[src/hdl/slstk_pkg.sv]
// slstk_pkg: shared constants, codes, types and helpers for the searchable LIFO stack.
// No dependencies; imported by every module of the block.
package slstk_pkg;

    localparam int DEPTH   = 128;
    localparam int WORD_W  = 32;
    localparam int IDX_W   = $clog2(DEPTH);
    localparam int CNT_W   = $clog2(DEPTH + 1);
    localparam int KIND_W  = 2;
    localparam int STAT_W  = 2;
    localparam int FOUND_W = 7;
    localparam int OCC_W   = 8;

    // operation codes (s_tuser)
    localparam logic [KIND_W-1:0] KIND_PUSH    = 2'd0;
    localparam logic [KIND_W-1:0] KIND_POP     = 2'd1;
    localparam logic [KIND_W-1:0] KIND_SEARCH  = 2'd2;
    localparam logic [KIND_W-1:0] KIND_LARGEST = 2'd3;

    // result status codes (m_tuser)
    localparam logic [STAT_W-1:0] STATUS_OK       = 2'd0;
    localparam logic [STAT_W-1:0] STATUS_OVERFLOW = 2'd1;
    localparam logic [STAT_W-1:0] STATUS_EMPTY    = 2'd2;
    localparam logic [STAT_W-1:0] STATUS_NOTFOUND = 2'd3;

    // cell shift modes
    typedef logic [1:0] cell_mode_t;
    localparam cell_mode_t MODE_HOLD = 2'd0;
    localparam cell_mode_t MODE_DOWN = 2'd1;  // take word from the cell nearer the top
    localparam cell_mode_t MODE_UP   = 2'd2;  // take word from the cell farther from the top

    // per-cycle control of the scan unit
    typedef struct packed {
        logic             clear;        // any accepted transfer; starts a new scan
        logic             step;         // cell 0 holds an entry to examine
        logic             first;        // first entry of the scan (the top)
        logic             range_ok;     // entry lies below the fill count
        logic             is_search;    // search, else largest
        logic [IDX_W-1:0] entry_index;  // stack index of the word in cell 0
    } scan_ctl_t;

    function automatic logic [FOUND_W-1:0] to_found(input logic [IDX_W-1:0] idx);
        logic [FOUND_W+IDX_W-1:0] wide;
        wide = {{FOUND_W{1'b0}}, idx};
        return wide[FOUND_W-1:0];
    endfunction

    function automatic logic [OCC_W-1:0] to_occ(input logic [CNT_W-1:0] cnt);
        logic [OCC_W+CNT_W-1:0] wide;
        wide = {{OCC_W{1'b0}}, cnt};
        return wide[OCC_W-1:0];
    endfunction

endpackage

[src/hdl/slstk_cell.sv]
// slstk_cell: one storage cell of the stack shift chain.
// Depends on slstk_pkg.
module slstk_cell
    import slstk_pkg::*;
(
    input  logic              aclk,
    input  cell_mode_t        mode,
    input  logic [WORD_W-1:0] from_top,
    input  logic [WORD_W-1:0] from_bottom,
    output logic [WORD_W-1:0] word
);

    logic [WORD_W-1:0] word_reg;
    logic [WORD_W-1:0] word_next;

    always_comb begin
        case (mode)
            MODE_DOWN: word_next = from_top;
            MODE_UP:   word_next = from_bottom;
            default:   word_next = word_reg;
        endcase
    end

    always_ff @(posedge aclk) begin
        word_reg <= word_next;
    end

    assign word = word_reg;

endmodule

[config.mk]
export PLATFORM = sky130hd
export DESIGN_NAME = slstk_cell
export DESIGN_NICKNAME = d
export VERILOG_FILES = /design/src/hdl/slstk_pkg.sv /design/src/hdl/slstk_cell.sv
export SDC_FILE = /design/constraint.sdc
export NUM_CORES = 1
export LEC_CHECK = 0
export BUFFER_PORTS_ARGS = -buffer_cell sky130_fd_sc_hd__buf_2
export CORE_ASPECT_RATIO = 1.5
export CORE_MARGIN = 1
export CORE_UTILIZATION = 30
export CTS_BUF_LIST = sky130_fd_sc_hd__clkbuf_4
export DETAILED_ROUTE_END_ITERATION = 6
export SLEW_MARGIN = 15
export SYNTH_ARGS = -nofsm -noshare
export SYNTH_HDL_FRONTEND = slang
export SYNTH_SLANG_ARGS = --single-unit
[constraint.sdc]
create_clock -name aclk -period 2.83 [get_ports aclk]
set_input_delay 0.4245 -clock aclk [delete_from_list [all_inputs] [get_ports aclk]]
set_output_delay 0.4245 -clock aclk [all_outputs]
set_load 0.05 [all_outputs]
==> metrics.md <==
| Metric | Value |
|---|---|
| Actual slew at the worst max-slew pin | 0.596 ns |
| Pre-CTS setup slack | between 0.9 and 1 ns |
| I/O pin count | between 90 and 100 |
| Min-delay src | from_bottom[13] |
| # DRC | 0 |
| # port buffers | between 90 and 100 |
| Ant diodes | 0 |
| Sequential share of power | 0.472 |
| Crit. path cell count | 5 |
| Initial core utilization | 0.315 |
| Max VDD drop | roughly 180 uV |
| Final hold violations | 0 |
| Detailed Route Iter0 Violations | 12 |
| P_leak | 0.000997 uW |
| Final setup violation count | 0 |
| Final core occ | 0.437 |
| Worst Slack Setup Final | around 1.3 ns |
| Buf+Inv Stages, Crit Path | 3 |
| H-tree lvl count | 2 |
| Critical path required time | between 2 and 3 ns |
| CTS clk-pin slew, worst paths | 0.09 ns |
| Synthesized area | approximately 0.0015 mm^2 |
| Outcome | finished clean |
| RSZ-0062 raised after global routing | false |
| Slowest stage delay, CP | ~0.43 ns |
| Crit Path Max Fanout | 21 |
| Max-slew headroom | 0.602 |
| Share of cells above drive strength 1 | 0.805 |
| Final nets | 242 |
| Comb pwr share | 0.344 |
| Die width | between 60 and 70 um |
| Largest net degree at the start of global routing | 22 |
| Post-CTS Setup Inserts | 0 |
| Area of the multi-input gates | between 400 and 500 um^2 |
| Initial antenna violation count | 0 |
| Crit path kind | input port to register |
| Vias in the first global route | approximately 980 |
| Distinct cells, synth | 7 |
| Final RePlAce weighted congestion | roughly 0.69 |
| Worst Path Arrival | roughly 1.6 ns |
| Hold depth | 2 |
| Gr ovfl total | 0 |
| HPWL Detailed | ~2.5 mm |
| Final instance area | 0.00212 mm^2 |
| Syn_nets | roughly 140 |
| Row count | 31 |
| Min-delay worst type | input port to register |
| P&R area growth vs syn | 39.0% |
| FF/Latch Area | approximately 960 um^2 |
| First-pass GRT wire length | ~4.3 mm |
| Final setup TNS | 0 ns |
| End of the worst hold path | word[13] |
| Cell Chain, Critical Path | buf_2, inv_1, ha_2, buf_12, mux2_2 |
| Fmax achieved | approximately 0.65 GHz |
| Number of flip-flops in the largest register | 32 |
| Post_cts resized | 0 |
| CP max-delay cell | ha_2 |
| Part of the Yosys area used for sequential elements | 0.630 |
| WL/cell | between 10 and 15 um |
| Clk pwr share | 0.184 |
| Minimum clock period | around 1.5 ns |
| CTS tree | done |
| P_int | between 800 and 900 uW |
| Syn_area_per_cell | approximately 21 um^2 |
| Clock Sinks | 32 |
| Number of max-cap violations | 0 |
| 1st-pass router iterations | 3 |
| Critical path capture point type | register |
| PD cells | a little over 600 mW/mm^2 |
| Gr usage total | 0.113 |
| Hold_buf cts | 0 |
| # fillers | 462 |
| Die ar. | 0.00538 mm^2 |
| #FFs+latches synth | 32 |
| Antenna Nets Post-Route | 0 |
| CTS Buffer Depth | 2 |
| Delay-heaviest family, CP | adder cells |
| Hold Slack | 0.396 ns |
| Final Max Slew Viols | 0 |
| Switching Fraction | 0.358 |
| Cells after Synth | 71 |
| Synth Warn # | 0 |
| Sw power | ~470 uW |
| Worst setup SP type | input port |
| Routed vias | 1000 |
| Vias/cell | between 4 and 5 |
| Root buffer cell | clkbuf_4 |
| Die Y | about 89 um |
| Placed Instance Area | slightly above 0.002 mm^2 |
| Final Cycle Share | 0.544 |
| Routed wire length | approximately 3.2 mm |
| Core area | approximately 0.0048 mm^2 |
| TritonCTS Buffers | 5 |
worst max path at each step:
| stage | from | to |
|---|---|---|
| 2_1_floorplan | mode[0] | word[0] |
| 3_3_place_gp | mode[0] | word[30] |
| 3_5_place_dp | mode[0] | word[30] |
| 4_1_cts | mode[0] | word[30] |
| 5_1_grt | mode[0] | word[30] |
| 6_report | mode[0] | word[30] |
area by class of cell:
type | instances | share of cell area
clock buffers | 6 | 0.0213
clock inverters | 1 | 0.00236
inverters | 2 | 0.00354
multi-input cells | 33 | 0.230
flip-flops and latches | 32 | 0.453
well taps | 66 | 0.0390
repair buffers | 100 | 0.250
logic make-up after synthesis:
kind of cell | synth area share
buffers and inverters | 0.0517
DFF | 0.630
muxes | 0.310
adders and majority gates | 0.00820
cell usage in the layout (no fill, tap or decap):
cell and count:
ha_2 1, buf_12 2, edfxtp_1 32, clkinv_2 1, clkbuf_4 6, mux2_2 2
inv_1 2, mux2_4 30, buf_2 98
cell usage after synthesis, drive strengths merged:
cell type	number	area (um^2)
buf	4	71.3
ha	1	12.5
mux2	32	473
edfxtp	32	961
inv	2	7.51
per-layer routing:
metal / GRT usage / part of all wire
met5: 0 / 0
met4: 0.0973 / 0.033
met3: 0.0304 / 0.052
met2: 0.208 / 0.61
met1: 0.0967 / 0.31
stage by stage:
stage | cells | power (uW)
floorplan | 71 | 965
global placement | 233 | 1080
detailed placement | 233 | 1080
CTS | 240 | 1330
global route | 240 | 1360
finish | 240 | 1310
power groups by stage:
stage / sequential, uW / combinational (uW) / clock, uW
final: 618 / 451 / 240
after global routing: 624 / 468 / 272
after CTS: 619 / 454 / 253
after detailed placement: 629 / 454 / 0
after global placement: 627 / 449 / 0
after floorplan: 873 / 91.9 / 0
Note: power is estimated with default switching activity, not from simulation.
