--- src/hdl/slstk_pkg.sv ---
// slstk_pkg: shared constants, codes, types and helpers for the searchable LIFO stack.
// No dependencies; imported by every module of the block.
package slstk_pkg;

    localparam int DEPTH   = 128;
    localparam int WORD_W  = 32;
    localparam int IDX_W   = $clog2(DEPTH);
    localparam int CNT_W   = $clog2(DEPTH + 1);
    localparam int KIND_W  = 2;
    localparam int STAT_W  = 2;
    localparam int FOUND_W = 7;
    localparam int OCC_W   = 8;

    // operation codes (s_tuser)
    localparam logic [KIND_W-1:0] KIND_PUSH    = 2'd0;
    localparam logic [KIND_W-1:0] KIND_POP     = 2'd1;
    localparam logic [KIND_W-1:0] KIND_SEARCH  = 2'd2;
    localparam logic [KIND_W-1:0] KIND_LARGEST = 2'd3;

    // result status codes (m_tuser)
    localparam logic [STAT_W-1:0] STATUS_OK       = 2'd0;
    localparam logic [STAT_W-1:0] STATUS_OVERFLOW = 2'd1;
    localparam logic [STAT_W-1:0] STATUS_EMPTY    = 2'd2;
    localparam logic [STAT_W-1:0] STATUS_NOTFOUND = 2'd3;

    // cell shift modes
    typedef logic [1:0] cell_mode_t;
    localparam cell_mode_t MODE_HOLD = 2'd0;
    localparam cell_mode_t MODE_DOWN = 2'd1;  // take word from the cell nearer the top
    localparam cell_mode_t MODE_UP   = 2'd2;  // take word from the cell farther from the top

    // per-cycle control of the scan unit
    typedef struct packed {
        logic             clear;        // any accepted transfer; starts a new scan
        logic             step;         // cell 0 holds an entry to examine
        logic             first;        // first entry of the scan (the top)
        logic             range_ok;     // entry lies below the fill count
        logic             is_search;    // search, else largest
        logic [IDX_W-1:0] entry_index;  // stack index of the word in cell 0
    } scan_ctl_t;

    function automatic logic [FOUND_W-1:0] to_found(input logic [IDX_W-1:0] idx);
        logic [FOUND_W+IDX_W-1:0] wide;
        wide = {{FOUND_W{1'b0}}, idx};
        return wide[FOUND_W-1:0];
    endfunction

    function automatic logic [OCC_W-1:0] to_occ(input logic [CNT_W-1:0] cnt);
        logic [OCC_W+CNT_W-1:0] wide;
        wide = {{OCC_W{1'b0}}, cnt};
        return wide[OCC_W-1:0];
    endfunction

endpackage

--- src/hdl/slstk_scan.sv ---
// slstk_scan: compare unit watching cell 0 while the chain rotates.
// Tracks the topmost match for search and the running maximum. Depends on slstk_pkg.
module slstk_scan
    import slstk_pkg::*;
(
    input  logic              aclk,
    input  scan_ctl_t         ctl,
    input  logic [WORD_W-1:0] word,
    input  logic [WORD_W-1:0] key,
    output logic              found,
    output logic [IDX_W-1:0]  found_idx,
    output logic [WORD_W-1:0] best
);

    logic              found_reg, found_next;
    logic [IDX_W-1:0]  idx_reg, idx_next;
    logic [WORD_W-1:0] best_reg, best_next;

    always_comb begin
        found_next = found_reg;
        idx_next   = idx_reg;
        best_next  = best_reg;
        if (ctl.clear) begin
            found_next = 1'b0;
            idx_next   = '0;
        end else if (ctl.step && ctl.range_ok) begin
            if (ctl.is_search) begin
                // keep the first (topmost) hit only
                if (!found_reg && word == key) begin
                    found_next = 1'b1;
                    idx_next   = ctl.entry_index;
                end
            end else if (ctl.first || $signed(word) > $signed(best_reg)) begin
                best_next = word;
            end
        end
    end

    always_ff @(posedge aclk) begin
        found_reg <= found_next;
        idx_reg   <= idx_next;
        best_reg  <= best_next;
    end

    assign found     = found_reg;
    assign found_idx = idx_reg;
    assign best      = best_reg;

endmodule

--- config.mk ---
export PLATFORM = sky130hd
export DESIGN_NAME = slstk_scan
export DESIGN_NICKNAME = d
export VERILOG_FILES = /design/src/hdl/slstk_pkg.sv /design/src/hdl/slstk_scan.sv
export SDC_FILE = /design/constraint.sdc
export NUM_CORES = 1
export LEC_CHECK = 0
export ABC_AREA = 1
export BUFFER_PORTS_ARGS = -buffer_cell sky130_fd_sc_hd__clkbuf_2
export CAP_MARGIN = 20
export CORE_ASPECT_RATIO = 0.75
export CORE_UTILIZATION = 50
export DETAILED_ROUTE_END_ITERATION = 10
export HOLD_SLACK_MARGIN = 0.1
export PLACE_DENSITY = 0.89
export SKIP_LAST_GASP = 1
export SLEW_MARGIN = 25
export SYNTH_ARGS = -nofsm -noshare
export SYNTH_HDL_FRONTEND = slang
export SYNTH_SLANG_ARGS = --single-unit
--- constraint.sdc ---
create_clock -name aclk -period 5.2 [get_ports aclk]
set_clock_uncertainty 0.05 [all_clocks]
set_input_delay 0.26 -clock aclk [delete_from_list [all_inputs] [get_ports aclk]]
set_output_delay 0.26 -clock aclk [all_outputs]
set_load 0.02 [all_outputs]
==> results.toml <==
[yosys]
ys_top_cells_by_area = "edfxtp_1 (37%), ha_1 (15%), inv_1 (8.8%)"
ys_top_cells_by_count = "inv_1 (61), nand2_1 (58), nor2_1 (40)"
synth_cells = 308
yosys_warnings = 0
async_flop_share = 0
avgSynthCellArea_um2 = 8.494
synth_ff_type = "edfxtp_1"
synth_top_area_cell = "edfxtp_1"
synth_most_common_cell = "inv_1"
syn-num-nets = 417
syn_area_mm2 = 0.002616
synth.distinct_cells = 24
synth_enable_flop_cells = 32
ys_seq_area_frac = 0.4285
ys_seq_elements = 40
netlist.area_leader.share = 0.3673

[placement]
dp_hpwl_um = 5024
gp_congestion = 0.7916
port_buffers = 116

[sta]
report.final.slew_viol_count = 0
clock.fmax_ghz = 0.3708
post-route-min-period_ns = 2.697
hold_ws_ns = 0.1164
fin_crit_sh = 0.5186
rsz0062_at_grt = "no"
tns_ns = 0
worstMarginPinSlew_ns = 0.5372
hold_violations = 0
setup_viol = 0
slew_headroom = 0.6411

[setup_path]
cp_top_family = "simple AND/OR/NAND/NOR gates"
rrSetupSlack_ns = 2.50
cp.required_ns = 5.16
worstSetupPathDepth = 13
path_buf_inv = 2
worst_setup_path_end_kind = "flop"
rr_startpoint = "best[14]$_DFFE_PP_"
crit_path_end = "best[3]$_DFFE_PP_"
crit_chain = "inv_1 > ha_1 > nand2_1 > nor3_1 > nand2_1 > nand2_1 > nand2_1 > nand2_1 > nand2_1 > nand2_1 > nand2_1 > a21oi_4 > buf_16"
cpPeakStageDelay_ns = 0.46
worstPathArrival_ns = 2.66
crit_type = "flop to flop"
startpoint_type = "flop"
cp_common_cell = "nand2_1"
r2r-end = "best[3]$_DFFE_PP_"
r2r_cells = 13
cp_slowest_cell = "a21oi_4"
crit_start = "best[14]$_DFFE_PP_"
crit_fanout = 19

[global_routing]
grt_overflow = 0
grt_use_met2 = 0.4000
use_met3 = 0.04459
grt_max_degree = 33
grt_first_pass_wirelength_um = 9977
grt_pass1_vias = 2366
grt.busiest_layer = "met2"
grt_use_met1 = 0.2935
grtUsageTotal = 0.2344
antenna_found_initial = 0

[clock_network]
cts_setup_buffers = 0
hold_buffers = 0
worstSkewPairLatency_ns = 0.30
clk_path_buf_depth = 2
cts_sinks = 40
post_cts_resized = 0
htree_levels = 2
cts_tree = "done"
cts.clk_slew.worst_paths_ns = 0.08
cts_buffers = 5
root_buffer = "clkbuf_8"

[die]
die_area_mm2 = 0.005529
core_area_mm2 = 0.004955
ios = 117
rows = 22
die_w_um = 85.53
start_util = 0.5280
die_h_um = 64.65

[cells_and_area]
n_antenna_cell = 0
largest_reg_flops = 32
fin_nets = 541
area_delta_synth_final_pct = 31.23
drive_above_1_share = 0.3118

[job]
drv_cap = 0

[pwr]
ir_drop_uv = 131.3
p_leak_nw = 1.833
cellPowerDensity_mw_per_mm2 = 216.0

[min_path]
hp-class = "input port to flop"

[detailed_routing]
drt_pass1_iterations = 4
drc = 0
drt_wl_total_um = 6119
first_iter_violations = 50
ant_nets = 0
num_vias = 2442
via_per_inst = 4.953
wl_per_cell_um = 12.41

[status]
status = "completed"
[how the worst min path moves through the flow]
stage                                    end  depth (start not counted)          startpoint
after global routing      found$_SDFFE_PP0P_                          2             ctl[11]
after global placement    found$_SDFFE_PP0P_                          2  found$_SDFFE_PP0P_
after floorplan           found$_SDFFE_PP0P_                          1             ctl[11]
after detailed placement  found$_SDFFE_PP0P_                          2             ctl[11]
final                     found$_SDFFE_PP0P_                          2             ctl[11]
after CTS                 found$_SDFFE_PP0P_                          2             ctl[11]
[area by class of cell]
type                            instances  area, um2
Fill cell                             383       1521
Multi-Input combinational cell        206       1269
Sequential cell                        40       1121
Timing Repair Buffer                  117      608.1
Inverter                               62      237.7
Clock buffer                            8      122.6
Tap cell                               60      75.07
[per-stage QoR]
stage	util	power, mW	instances	cell area [um2]	worst slack (ns)
after floorplan	-	0.4230	308	2616	1.674
after global placement	0.6626	0.4748	484	3283	2.420
after detailed placement	0.6626	0.4811	484	3283	2.347
after CTS	0.6874	0.7448	492	3406	2.254
after global routing	0.6929	0.7757	493	3433	2.272
final	0.6929	0.7414	493	3433	2.503
[layout by cell type (no fill, tap or decap)]
| cell type | count |
|---|---|
| a21o_1 | 1 |
| nand3_2 | 1 |
| or2_0 | 2 |
| clkbuf_2 | 116 |
| nand3_1 | 8 |
| nor3_1 | 1 |
| clkinv_4 | 1 |
| nor4_2 | 1 |
| a21oi_1 | 14 |
| or2_1 | 3 |
| buf_16 | 1 |
| nand2_2 | 1 |
| ha_1 | 32 |
| clkbuf_8 | 5 |
| clkbuf_1 | 1 |
| xor2_1 | 4 |
| inv_1 | 61 |
| o21ai_0 | 9 |
| nand4_1 | 6 |
| a21oi_4 | 1 |
| or2_2 | 6 |
| dfxtp_1 | 8 |
| xnor2_1 | 11 |
| o211ai_1 | 5 |
| o21a_1 | 1 |
| o21ai_1 | 1 |
| edfxtp_1 | 32 |
| nand2_1 | 58 |
| nor2_1 | 40 |
| clkbuf_16 | 2 |
[layer usage]
metal,routed length [um],part of all wire,up-vias
met3,318,0.052,15
met2,2879,0.47,92
met5,0,0,-
li1,-,-,1240
met4,123,0.020,0
met1,2798,0.46,1095
[power breakdown]
group          internal [mW]  switching [mW]  total [mW]
Combinational         0.0567          0.0673       0.124
Clock                  0.153           0.113       0.266
Sequential             0.350         0.00204       0.352
Total                  0.560           0.182       0.741
[cell families (layout without fill, tap and decap cells)]
group / Yosys count / after routing / synth area share
and+or+nand+nor: 127 / 127 / 0.2095
buffers and inverters: 62 / 187 / 0.09087
DFF: 40 / 40 / 0.4285
adders and majority gates: 32 / 32 / 0.1530
AOI/OAI and AO/OA: 32 / 32 / 0.06791
xor gates and xnor gates: 15 / 15 / 0.05021
Power figures use the tool's default switching activity.
